## src/rtl/aet_pkg.sv

```systemverilog
// Shared types, character codes and classifier helpers for the expression tokenizer.
package aet_pkg;

  // Widths fixed by the result format
  localparam int unsigned CharW        = 8;
  localparam int unsigned KindW        = 3;
  localparam int unsigned ValueW       = 32;
  localparam int unsigned IdentIndexW  = 4;
  localparam int unsigned IdentLengthW = 5;
  localparam int unsigned DigitW       = 4;

  // Token kinds
  localparam logic [KindW-1:0] KIND_OPERATOR = 3'd0;
  localparam logic [KindW-1:0] KIND_INTEGER  = 3'd1;
  localparam logic [KindW-1:0] KIND_IDENT    = 3'd2;
  localparam logic [KindW-1:0] KIND_UNKNOWN  = 3'd3;
  localparam logic [KindW-1:0] KIND_END      = 3'd4;

  // Character codes
  localparam logic [CharW-1:0] CH_NUL    = 8'h00;
  localparam logic [CharW-1:0] CH_TAB    = 8'h09;
  localparam logic [CharW-1:0] CH_CR     = 8'h0D;
  localparam logic [CharW-1:0] CH_SPACE  = 8'h20;
  localparam logic [CharW-1:0] CH_ZERO   = 8'h30;
  localparam logic [CharW-1:0] CH_NINE   = 8'h39;
  localparam logic [CharW-1:0] CH_UPPER_A = 8'h41;
  localparam logic [CharW-1:0] CH_UPPER_Z = 8'h5A;
  localparam logic [CharW-1:0] CH_LOWER_A = 8'h61;
  localparam logic [CharW-1:0] CH_LOWER_Z = 8'h7A;
  localparam logic [CharW-1:0] CH_PLUS   = 8'h2B;
  localparam logic [CharW-1:0] CH_STAR   = 8'h2A;
  localparam logic [CharW-1:0] CH_COMMA  = 8'h2C;
  localparam logic [CharW-1:0] CH_LPAREN = 8'h28;
  localparam logic [CharW-1:0] CH_RPAREN = 8'h29;
  localparam logic [CharW-1:0] CH_LBRACK = 8'h5B;
  localparam logic [CharW-1:0] CH_RBRACK = 8'h5D;

  // Pending-token mode
  typedef enum logic [1:0] {
    MODE_IDLE  = 2'd0,
    MODE_NUM   = 2'd1,
    MODE_IDENT = 2'd2
  } mode_e;

  // Sequencer states, one-hot
  typedef enum logic [6:0] {
    S_IDLE     = 7'b0000001,
    S_EXEC     = 7'b0000010,
    S_MUL      = 7'b0000100,
    S_EMIT_NUM = 7'b0001000,
    S_RD       = 7'b0010000,
    S_EMIT_ID  = 7'b0100000,
    S_TAIL     = 7'b1000000
  } state_e;

  // Accumulator unit operations
  typedef enum logic [1:0] {
    ACC_HOLD     = 2'd0,
    ACC_MUL5     = 2'd1,
    ACC_DBL_ADD  = 2'd2,
    ACC_LOAD     = 2'd3
  } acc_op_e;

  typedef struct packed {
    acc_op_e           op;
    logic [DigitW-1:0] digit;
  } acc_ctrl_t;

  function automatic logic is_digit(input logic [CharW-1:0] c);
    return (c >= CH_ZERO) && (c <= CH_NINE);
  endfunction

  function automatic logic is_letter(input logic [CharW-1:0] c);
    return ((c >= CH_UPPER_A) && (c <= CH_UPPER_Z)) ||
           ((c >= CH_LOWER_A) && (c <= CH_LOWER_Z));
  endfunction

  function automatic logic is_space(input logic [CharW-1:0] c);
    return (c == CH_SPACE) || ((c >= CH_TAB) && (c <= CH_CR));
  endfunction

  function automatic logic is_operator(input logic [CharW-1:0] c);
    return (c == CH_PLUS) || (c == CH_STAR) || (c == CH_COMMA) ||
           (c == CH_LPAREN) || (c == CH_RPAREN) ||
           (c == CH_LBRACK) || (c == CH_RBRACK);
  endfunction

endpackage

```

## src/rtl/aet_accum.sv

```systemverilog
// Integer accumulator built around one shared 32-bit adder.
module aet_accum
  import aet_pkg::*;
(
  input  logic              clk_i,
  input  logic              rst_ni,
  input  acc_ctrl_t         ctrl_i,
  output logic [ValueW-1:0] value_o
);

  logic [ValueW-1:0] acc_q, acc_d;
  logic [ValueW-1:0] opa, opb, sum;

  // acc*10+d as two adder passes: acc*5, then (acc*5)*2+d
  always_comb begin
    opa = '0;
    opb = '0;
    unique case (ctrl_i.op)
      ACC_MUL5: begin
        opa = acc_q << 2;
        opb = acc_q;
      end
      ACC_DBL_ADD: begin
        opa = acc_q << 1;
        opb = {{(ValueW-DigitW){1'b0}}, ctrl_i.digit};
      end
      ACC_LOAD: begin
        opb = {{(ValueW-DigitW){1'b0}}, ctrl_i.digit};
      end
      default: begin
        opa = acc_q;
      end
    endcase
  end

  assign sum   = opa + opb;
  assign acc_d = sum;

  always_ff @(posedge clk_i or negedge rst_ni) begin
    if (!rst_ni) begin
      acc_q <= '0;
    end else if (ctrl_i.op != ACC_HOLD) begin
      acc_q <= acc_d;
    end
  end

  assign value_o = acc_q;

endmodule

```

## src/rtl/assembler_expression_tokenizer_top.sv

```systemverilog
// Top level of the assembler expression tokenizer: sequencer, identifier buffer, result register.
//
// Takes one character per input transaction and emits operator, integer, identifier-character,
// unknown-character and end tokens on the output channel. in_stall_o is low only while the
// sequencer is idle; a finished result can sit in the output register while the next character
// is taken. Per character: one that just extends an identifier (or is dropped past MAX_IDENT)
// is accepted and decoded; a digit that extends an integer is accepted, then makes two passes
// through the shared 32-bit adder in aet_accum to compute acc*10+digit; any other character is
// accepted, decoded, then a final step starts the new token or loads the character's own token.
// When a token ends, the integer is loaded into the result register, or each buffered identifier
// character takes a registered read of the identifier memory, then the result register load.
// Downstream stalls hold the sequencer whenever a result is waiting to be loaded.
// Identifiers keep up to MAX_IDENT characters; longer ones are cut and flagged in ident_truncated_o.
module assembler_expression_tokenizer_top
  import aet_pkg::*;
#(
  parameter int unsigned MAX_IDENT = 16
) (
  input  logic                    clk_i,
  input  logic                    rst_ni,
  // input channel
  input  logic                    in_valid_i,
  output logic                    in_stall_o,
  input  logic [CharW-1:0]        char_in_i,
  // output channel
  output logic                    out_valid_o,
  input  logic                    out_stall_i,
  output logic [KindW-1:0]        token_kind_o,
  output logic [CharW-1:0]        operator_code_o,
  output logic [ValueW-1:0]       integer_value_o,
  output logic [CharW-1:0]        ident_char_o,
  output logic [IdentIndexW-1:0]  ident_index_o,
  output logic [IdentLengthW-1:0] ident_length_o,
  output logic                    ident_truncated_o,
  output logic                    last_o
);

  localparam int unsigned CntW  = $clog2(MAX_IDENT + 1);
  localparam int unsigned AddrW = (MAX_IDENT > 1) ? $clog2(MAX_IDENT) : 1;
  localparam logic [CntW-1:0] MaxCnt = CntW'(MAX_IDENT);

  // Sequencer state
  state_e           state_q, state_d;
  mode_e            mode_q, mode_d;
  logic [CharW-1:0] char_q;
  logic [CntW-1:0]  count_q, count_d;
  logic             ovf_q, ovf_d;
  logic [CntW-1:0]  rd_idx_q, rd_idx_d;

  // Identifier buffer, no reset: only written entries are read
  logic [CharW-1:0] ident_buf_q [MAX_IDENT];
  logic [CharW-1:0] rdata_q;
  logic             mem_we;
  logic [AddrW-1:0] mem_waddr;

  // Accumulator
  acc_ctrl_t         acc_ctrl;
  logic [ValueW-1:0] acc_value;

  // Result register
  logic                    out_valid_q, out_valid_d;
  logic                    out_load;
  logic [KindW-1:0]        kind_q, kind_d;
  logic [CharW-1:0]        opc_q, opc_d;
  logic [ValueW-1:0]       value_q, value_d;
  logic [CharW-1:0]        ichar_q, ichar_d;
  logic [IdentIndexW-1:0]  iidx_q, iidx_d;
  logic [IdentLengthW-1:0] ilen_q, ilen_d;
  logic                    itrunc_q, itrunc_d;
  logic                    last_q, last_d;

  // Character class of the latched character
  logic c_digit, c_letter, c_space, c_oper, c_nul;
  logic tail_emits;   // the character itself yields a token
  logic out_free;     // result register can take a new result this cycle
  logic id_last_char;

  assign c_digit    = is_digit(char_q);
  assign c_letter   = is_letter(char_q);
  assign c_space    = is_space(char_q);
  assign c_oper     = is_operator(char_q);
  assign c_nul      = (char_q == CH_NUL);
  assign tail_emits = !(c_space || c_digit || c_letter);
  assign out_free   = !out_valid_q || !out_stall_i;
  assign id_last_char = (CntW'(rd_idx_q + CntW'(1)) == count_q);

  aet_accum u_accum (
    .clk_i   (clk_i),
    .rst_ni  (rst_ni),
    .ctrl_i  (acc_ctrl),
    .value_o (acc_value)
  );

  always_comb begin
    state_d   = state_q;
    mode_d    = mode_q;
    count_d   = count_q;
    ovf_d     = ovf_q;
    rd_idx_d  = rd_idx_q;
    mem_we    = 1'b0;
    mem_waddr = count_q[AddrW-1:0];
    acc_ctrl.op    = ACC_HOLD;
    acc_ctrl.digit = char_q[DigitW-1:0];
    out_load  = 1'b0;
    kind_d    = KIND_OPERATOR;
    opc_d     = '0;
    value_d   = '0;
    ichar_d   = '0;
    iidx_d    = '0;
    ilen_d    = '0;
    itrunc_d  = 1'b0;
    last_d    = 1'b0;

    unique case (state_q)
      S_IDLE: begin
        if (in_valid_i) begin
          state_d = S_EXEC;
        end
      end
      S_EXEC: begin
        if (mode_q == MODE_NUM && c_digit) begin
          acc_ctrl.op = ACC_MUL5;
          state_d     = S_MUL;
        end else if (mode_q == MODE_IDENT && (c_letter || c_digit)) begin
          if (count_q < MaxCnt) begin
            mem_we  = 1'b1;
            count_d = CntW'(count_q + CntW'(1));
          end else begin
            ovf_d = 1'b1;
          end
          state_d = S_IDLE;
        end else if (mode_q == MODE_NUM) begin
          state_d = S_EMIT_NUM;
        end else if (mode_q == MODE_IDENT) begin
          rd_idx_d = '0;
          state_d  = S_RD;
        end else begin
          state_d = S_TAIL;
        end
      end
      S_MUL: begin
        acc_ctrl.op = ACC_DBL_ADD;
        state_d     = S_IDLE;
      end
      S_EMIT_NUM: begin
        if (out_free) begin
          out_load = 1'b1;
          kind_d   = KIND_INTEGER;
          value_d  = acc_value;
          last_d   = !tail_emits;
          state_d  = S_TAIL;
        end
      end
      S_RD: begin
        // buffer read issued this cycle, data lands in rdata_q
        state_d = S_EMIT_ID;
      end
      S_EMIT_ID: begin
        if (out_free) begin
          out_load = 1'b1;
          kind_d   = KIND_IDENT;
          ichar_d  = rdata_q;
          iidx_d   = IdentIndexW'(rd_idx_q);
          ilen_d   = IdentLengthW'(count_q);
          itrunc_d = ovf_q;
          last_d   = id_last_char && !tail_emits;
          if (id_last_char) begin
            state_d = S_TAIL;
          end else begin
            rd_idx_d = CntW'(rd_idx_q + CntW'(1));
            state_d  = S_RD;
          end
        end
      end
      S_TAIL: begin
        if (!tail_emits || out_free) begin
          mode_d  = MODE_IDLE;
          count_d = '0;
          ovf_d   = 1'b0;
          state_d = S_IDLE;
          if (c_digit) begin
            mode_d      = MODE_NUM;
            acc_ctrl.op = ACC_LOAD;
          end else if (c_letter) begin
            mode_d    = MODE_IDENT;
            mem_we    = 1'b1;
            mem_waddr = '0;
            count_d   = CntW'(1);
          end else if (!c_space) begin
            out_load = 1'b1;
            last_d   = 1'b1;
            if (c_nul) begin
              kind_d = KIND_END;
            end else if (c_oper) begin
              kind_d = KIND_OPERATOR;
              opc_d  = char_q;
            end else begin
              kind_d = KIND_UNKNOWN;
              opc_d  = char_q;
            end
          end
        end
      end
      default: begin
        state_d = S_IDLE;
      end
    endcase
  end

  assign out_valid_d = out_load ? 1'b1 : (out_valid_q && out_stall_i);

  always_ff @(posedge clk_i or negedge rst_ni) begin
    if (!rst_ni) begin
      state_q     <= S_IDLE;
      mode_q      <= MODE_IDLE;
      count_q     <= '0;
      ovf_q       <= 1'b0;
      rd_idx_q    <= '0;
      out_valid_q <= 1'b0;
    end else begin
      state_q     <= state_d;
      mode_q      <= mode_d;
      count_q     <= count_d;
      ovf_q       <= ovf_d;
      rd_idx_q    <= rd_idx_d;
      out_valid_q <= out_valid_d;
    end
  end

  // Input character latch
  always_ff @(posedge clk_i) begin
    if (state_q == S_IDLE && in_valid_i) begin
      char_q <= char_in_i;
    end
  end

  // Identifier buffer: one write port, one registered read port
  always_ff @(posedge clk_i) begin
    if (mem_we) begin
      ident_buf_q[mem_waddr] <= char_q;
    end
    rdata_q <= ident_buf_q[rd_idx_q[AddrW-1:0]];
  end

  // Result payload
  always_ff @(posedge clk_i) begin
    if (out_load) begin
      kind_q   <= kind_d;
      opc_q    <= opc_d;
      value_q  <= value_d;
      ichar_q  <= ichar_d;
      iidx_q   <= iidx_d;
      ilen_q   <= ilen_d;
      itrunc_q <= itrunc_d;
      last_q   <= last_d;
    end
  end

  assign in_stall_o        = (state_q != S_IDLE);
  assign out_valid_o       = out_valid_q;
  assign token_kind_o      = kind_q;
  assign operator_code_o   = opc_q;
  assign integer_value_o   = value_q;
  assign ident_char_o      = ichar_q;
  assign ident_index_o     = iidx_q;
  assign ident_length_o    = ilen_q;
  assign ident_truncated_o = itrunc_q;
  assign last_o            = last_q;

endmodule
```

## config.mk

```make
export PLATFORM = sky130hd
export DESIGN_NAME = assembler_expression_tokenizer_top
export DESIGN_NICKNAME = d
export VERILOG_FILES = /design/src/rtl/aet_pkg.sv /design/src/rtl/aet_accum.sv /design/src/rtl/assembler_expression_tokenizer_top.sv
export SDC_FILE = /design/constraint.sdc
export NUM_CORES = 1
export LEC_CHECK = 0
export ABC_AREA = 1
export BUFFER_PORTS_ARGS = -buffer_cell sky130_fd_sc_hd__buf_2
export CORE_MARGIN = 2
export CORE_UTILIZATION = 55
export CTS_BUF_LIST = sky130_fd_sc_hd__clkbuf_8
export CTS_CLUSTER_SIZE = 14
export DETAILED_ROUTE_END_ITERATION = 8
export PLACE_DENSITY = 0.76
export SYNTH_ARGS = -nofsm -noshare
export SYNTH_HDL_FRONTEND = slang
export SYNTH_SLANG_ARGS = --single-unit
```

## constraint.sdc

```tcl
create_clock -name clk_i -period 3 [get_ports clk_i]
set_input_delay 0.6 -clock clk_i [delete_from_list [all_inputs] [get_ports clk_i]]
set_output_delay 0.6 -clock clk_i [all_outputs]
set_load 0.05 [all_outputs]
```

# After elaboration in Yosys (flattened, before gate mapping)
# Memory sizes are Yosys's and may differ from the RTL's. A register that Yosys moved wholly into a read port is not among the register bits.
# Index checks and enable logic that the tools add are counted.
# totals
ff_bits	123
latch_bits	0
ramBits	128
mem_bits_ro	0
input_bits	12
word_cells	172
n_memories	1
# mem_list
name	depth	width	rd	rd_clocked_by_memory_dff	wr	line_no	rtl
ident_buf_q	16	8	1	1	1	assembler_expression_tokenizer_top.sv:51	logic [CharW-1:0] ident_buf_q [MAX_IDENT];
# op_classes
add_sub_neg	3
multipliers	0
n_div	0
order_cmp	9
n_eq_ne	34
shifts	0
mux	69
n_bitwise	2
n_reduce_logical	38
# op_table
operator	count
case mux 32 bit (3 select lines)	1
case mux 32 bit (2 select lines)	1
two-way mux 7 bit	9
two-way mux 5 bit	10
== test 8 x 6 -> 1 bit, second input constant	6
case mux 7 bit (6 select lines)	1
adder 32 bit	1
two-way mux 1 bit	24
!= test 2 bit, second input constant	12
case mux 5 bit (2 select lines)	2
== test 8 x 7 -> 1 bit, second input constant	2
>= comparator 8 x 7 -> 1 bit, second input constant	2
<= comparator 8 x 7 -> 1 bit, second input constant	2
two-way mux 4 bit	4
two-way mux 3 bit	5
logical OR 1 bit	13
two-way mux 2 bit	6
adder 5 x 1 -> 5 bit, second input constant	2
AND reduction 5 bit	2
logical AND 1 bit	9
case mux 3 bit (3 select lines)	1
>= comparator 8 x 4 -> 1 bit, second input constant	1
>= comparator 8 x 6 -> 1 bit, second input constant	1
<= comparator 8 x 4 -> 1 bit, second input constant	1
other kinds (25)	37

# Longest topological paths before layout
# depth
ltp_word	14
ltp_mapped	24

# Hierarchy
# Synthesis repeated with hierarchy kept, for this count alone.
# unflattened
hier_cells	1547
hier_area_um2	13574.3
# by_module_without_submodules
mod	instances	cells_per_inst	area_each_um2
assembler_expression_tokenizer_top	1	816	9467.8
aet_accum	1	731	4106.4

# Least setup slack after synthesis
# OpenSTA, ideal clock, no wires.
# synth_path
path_kind	reg2reg
from	register char_q[0]
to	register ichar_q[0], in the netlist ident_char_o[0], enable pin
setup_time_ns	0.421
arrival_ns	2.779
required_ns	2.579
slack_ns	-0.200
stages_incl_launch_ff	10
path_buffers	0
synth_period_minus_slack_ns	3.200
cell_sequence	edfxtp_1 -> inv_1 -> nand2_2 -> nor2_1 -> o21ai_1 -> nand2_2 -> nand2_2 -> nor2_4 -> nand3_1 -> nand2_1
# synth_via
elab_chain_len	8
word_cells_on_any_way	23
# synth_rtl
item	line_no	rtl
start: declaration	assembler_expression_tokenizer_top.sv:45	logic [CharW-1:0] char_q;
start signal: assignment	assembler_expression_tokenizer_top.sv:233	char_q <= char_in_i;
>= comparator 8 x 4 -> 1 bit or <= comparator 8 x 4 -> 1 bit (tied branches)	aet_pkg.sv:79	return (c == CH_SPACE) || ((c >= CH_TAB) && (c <= CH_CR));
logical AND 1 bit	aet_pkg.sv:79	
logical OR 1 bit	aet_pkg.sv:79	
two-way mux 1 bit or logical OR 1 bit (tied branches)	assembler_expression_tokenizer_top.sv:189, assembler_expression_tokenizer_top.sv:83	
two-way mux 1 bit or logical OR 1 bit (tied branches)	assembler_expression_tokenizer_top.sv:184, assembler_expression_tokenizer_top.sv:83	
two-way mux 1 bit or logical OR 1 bit (tied branches)	assembler_expression_tokenizer_top.sv:181, assembler_expression_tokenizer_top.sv:176	
two-way mux 1 bit (*)	assembler_expression_tokenizer_top.sv:176	if (!tail_emits || out_free) begin
case mux 1 bit (2 select lines) (*)	assembler_expression_tokenizer_top.sv:114	unique case (state_q)
net out_load	assembler_expression_tokenizer_top.sv:62	logic out_load;
end signal: assignment	assembler_expression_tokenizer_top.sv:251	ichar_q <= ichar_d;
end: declaration	assembler_expression_tokenizer_top.sv:66	logic [CharW-1:0] ichar_q, ichar_d;
# The timed path passes the listed nets; every way through them passes the cells marked *.
# A chain may end at the register's enable or synchronous reset.

# Worst setup path in the final report
# layout_path
from	register char_q[6]
to	register u_accum.acc_q[28], in the netlist u_accum.value_o[28]
# layout_via
elab_chain_len	12
word_cells_on_any_way	31
# layout_rtl
item	line_no	rtl
>= comparator 8 x 4 -> 1 bit or <= comparator 8 x 4 -> 1 bit (tied branches)	aet_pkg.sv:79	
logical AND 1 bit	aet_pkg.sv:79	
logical OR 1 bit	aet_pkg.sv:79	
logical OR 1 bit (2 in series)	assembler_expression_tokenizer_top.sv:83	assign tail_emits = !(c_space || c_digit || c_letter);
logical OR 1 bit	assembler_expression_tokenizer_top.sv:176	
two-way mux 2 bit	assembler_expression_tokenizer_top.sv:176	
case mux 2 bit (3 select lines) (*)	assembler_expression_tokenizer_top.sv:114	
== test 2 bit	aet_accum.sv:18	unique case (ctrl_i.op)
OR reduction 2 bit (no line)	n/a	
case mux 32 bit (2 select lines)	aet_accum.sv:18	
adder 32 bit	aet_accum.sv:36	assign sum = opa + opb;
end signal: assignment	aet_accum.sv:41	acc_q <= '0;
end signal: assignment	aet_accum.sv:43	acc_q <= acc_d;
end: declaration	aet_accum.sv:11	logic [ValueW-1:0] acc_q, acc_d;
# Mark *: on every way between the ends. The rest lies on a longest branch, timed or not.

==> metrics.md <==
| Metric | Value |
|---|---|
| Status | complete, no violations |
| Cts hold-fix bufs | 0 |
| Post-Route Skew | 19.8 ps |
| CTS buffer count | 43 |
| Vias per cell | 5.64 |
| GR Util met1 | 0.332 |
| CP max-delay cell | edfxtp_1 |
| Max-cap violations | 0 |
| Post-synth EDFFs | 198 |
| Clock Latency Late Sink | 580 ps |
| Reg2reg path depth | 22 |
| Max IR drop VDD | 0.445 mV |
| Drt total wl | 37.0 mm |
| CORE AREA | 23500 sq um |
| Die area | 25200 sq um |
| Most frequent cells in the layout | 252 x nand2_1, 216 x nor2_1, 198 x edfxtp_1, 159 x inv_1, 129 x buf_4 |
| GR Util met3 | 0.0350 |
| First-pass GRT wire length | 54.3 mm |
| H-tree depth | 2 |
| Clock buffer depth | 3 |
| Via count | 11400 |
| Most used cell, CP | nand2_1 |
| Filler cells | 1668 |
| Static leakage | 7.30 nW |
| Worst Max-Slew Pin Slew | 1040 ps |
| Reg2reg end | u_accum.value_o[28]$_DFFE_PN0P_ |
| Initial antenna violation count | 0 |
| First DRT Iteration DRCs | 971 |
| Worst min path class | in -> async |
| Worst flop-to-flop path startpoint | char_q[6]$_DFFE_PP_ |
| Critical Path Source | char_q[6]$_DFFE_PP_ |
| Synth Flop Type | edfxtp_1 |
| Design Area, Final | 16600 sq um |
| Minimum clock period | 2990 ps |
| Initial core utilization | 0.561 |
| Hold Fails Final Rpt | 0 |
| Hpwl dp | 23.7 mm |
| Placed inst area | 14600 sq um |
| GR peak layer | met2 |
| Ys Warns | 0 |
| CP bufs+invs | 5 |
| Avg Inst Size Synth | 9.04 sq um |
| Min Hold Slack | 210 ps |
| CTS sink count | 259 |
| Required @ worst endpoint | 3470 ps |
| Drt first pass iters | 5 |
| Cell family with most CP delay | simple AND/OR/NAND/NOR gates |
| Pins Over Slew Limit | 0 |
| Vias in the first global route | 10700 |
| Fraction of registers with async set/reset | 0.205 |
| Commonest non-fill, non-tap cell in the layout | nand2_1 |
| # port buffers | 75 |
| CTS tree | yes |
| Layout cells sized above 1 | 0.300 |
| Clk pin slew, worst setup/hold paths | 70 ps |
| IO Count | 76 |
| Yosys cell types | 47 |
| Post-route ant nets | 0 |
| CTS root buffer | clkbuf_8 |
| RSZ-0062 raised after global routing | yes |
| Rows | 56 |
| Gr usage total | 0.270 |
| Max stage delay on crit path | 440 ps |
| Synthesized area | 13200 sq um |
| Seq cells post-synth | 259 |
| R2r setup slk | 10 ps |
| Max_slew headroom | 0.304 |
| Met2 Use GR | 0.473 |
| Syn nets | 1507 |
| Setup TNS | 0 ps |
| Critical setup path kind | reg -> reg |
| PwrDens | 537 nW/um^2 |
| Sequential share of the synthesized area | 0.564 |
| Die H | 159 microns |
| Die extent in x | 159 microns |
| # DRC | 0 |
| Congestion Overflow GR | 0 |
| WL per Instance | 18.3 microns |
| Fin crit share | 0.996 |
| Final-report setup violation count | 0 |
| ANT cells | 0 |
| Post-Syn Instances | 1457 |
| CP max FO | 8 |
| Worst Setup EP | u_accum.value_o[28]$_DFFE_PN0P_ |
| Routability cong. | 0.951 |
| Nets | 1719 |
| Crit-path cells | inv_2, nand2_2, nor2_2, nand3_2, nor2_4, inv_4, nand3_4, inv_6, clkbuf_16, nand2_1, nand2_1, ha_1, nand2_2, nor2_4, buf_4, nand2_1, nor2_2, nand2_2, nand2_1, nand2_1, nand3_1, nand2_1 |
| Crit end category | flip-flop |
| Data arrival, critical path | 3450 ps |
| Critical path depth in cells | 22 |
| Startpoint Class | flip-flop |
| Largest net degree at the start of global routing | 66 |
| Layout area overhead | 26.3% |
| Fmax | 335 MHz |
## power breakdown
group	switching [mW]	leakage (nW)	internal (mW)
logic	1.03	4.15	0.414
clock network	1.48	0.498	1.65
registers	0.133	2.65	4.22
## Yosys cell counts, types with 14 or more instances
cell type	instances	area (sq um)
a21oi_1	45	225
o22ai_1	44	275
o21ai_1	14	70.1
o221ai_1	18	158
dfrtp_1	52	1300
edfxtp_1	198	5950
nand2_1	335	1260
nand3_1	62	310
ha_1	37	463
nor2_1	246	923
clkbuf_1	28	105
o21ai_0	99	495
inv_1	155	582
## area by class of cell
cell class                      count  area (sq um)  area share
Timing Repair Buffer              215          1560      0.0936
Clock buffer                       47           647      0.0389
Multi-Input combinational cell    986          5760       0.346
Sequential cell                   259          7430       0.447
Tap cell                          319           399      0.0240
Clock inverter                     33           221      0.0133
Inverter                          164           623      0.0374
## stage by stage
stage,power [mW],std cells,setup WS (ps),util
4_1_cts,8.89,1998,-31.5,0.662
2_1_floorplan,5.26,1457,25.1,-
3_3_place_gp,5.72,1914,3.91,0.622
6_report,8.93,2023,11.2,0.709
3_5_place_dp,5.77,1914,-84.7,0.622
5_1_grt,9.29,2023,-149,0.709
## what timing repair did
action / CTS / global route
endpoints found under the setup margin: 15 / 27
pin swaps: 4 / 85
buffers inserted: 4 / 21
cloned: 0 / 4
gates resized for setup: 13 / 221
## sequential cells by signal, indices dropped and copies added (netlist names), 7 cells and up
name / count
u_accum.value_o: 32
integer_value_o: 32
rdata_q: 8
state_q: 7
ident_buf_q: 128
char_q: 8
ident_char_o: 8
operator_code_o: 8
## worst min-delay path by stage
stage	to	depth (start not counted)	slack (ps)	from
2_1_floorplan	count_q[0]$_DFFE_PN0P_	0	300	rst_ni
4_1_cts	u_accum.value_o[30]$_DFFE_PN0P_	1	220	rst_ni
3_3_place_gp	rd_idx_q[4]$_DFFE_PN0P_	2	480	rd_idx_q[4]$_DFFE_PN0P_
5_1_grt	char_q[0]$_DFFE_PP_	1	210	char_in_i[0]
6_report	u_accum.value_o[14]$_DFFE_PN0P_	1	210	rst_ni
3_5_place_dp	rd_idx_q[4]$_DFFE_PN0P_	2	480	rd_idx_q[4]$_DFFE_PN0P_
## logic make-up (layout without fill, tap and decap cells)
family | Yosys count | after routing | synth area share
buf+inv | 212 | 459 | 0.0644
compound gates | 236 | 236 | 0.103
xor+xnor | 17 | 17 | 0.0113
flops | 259 | 259 | 0.564
simple gates | 695 | 695 | 0.220
fa+ha+maj | 38 | 38 | 0.0367
## routing by layer
metal	vias up	wire length, microns
li1	5320	-
met1	5393	13800
met2	556	18700
met3	150	2620
met4	0	1970
met5	-	0
Power figures use the tool's default switching activity.
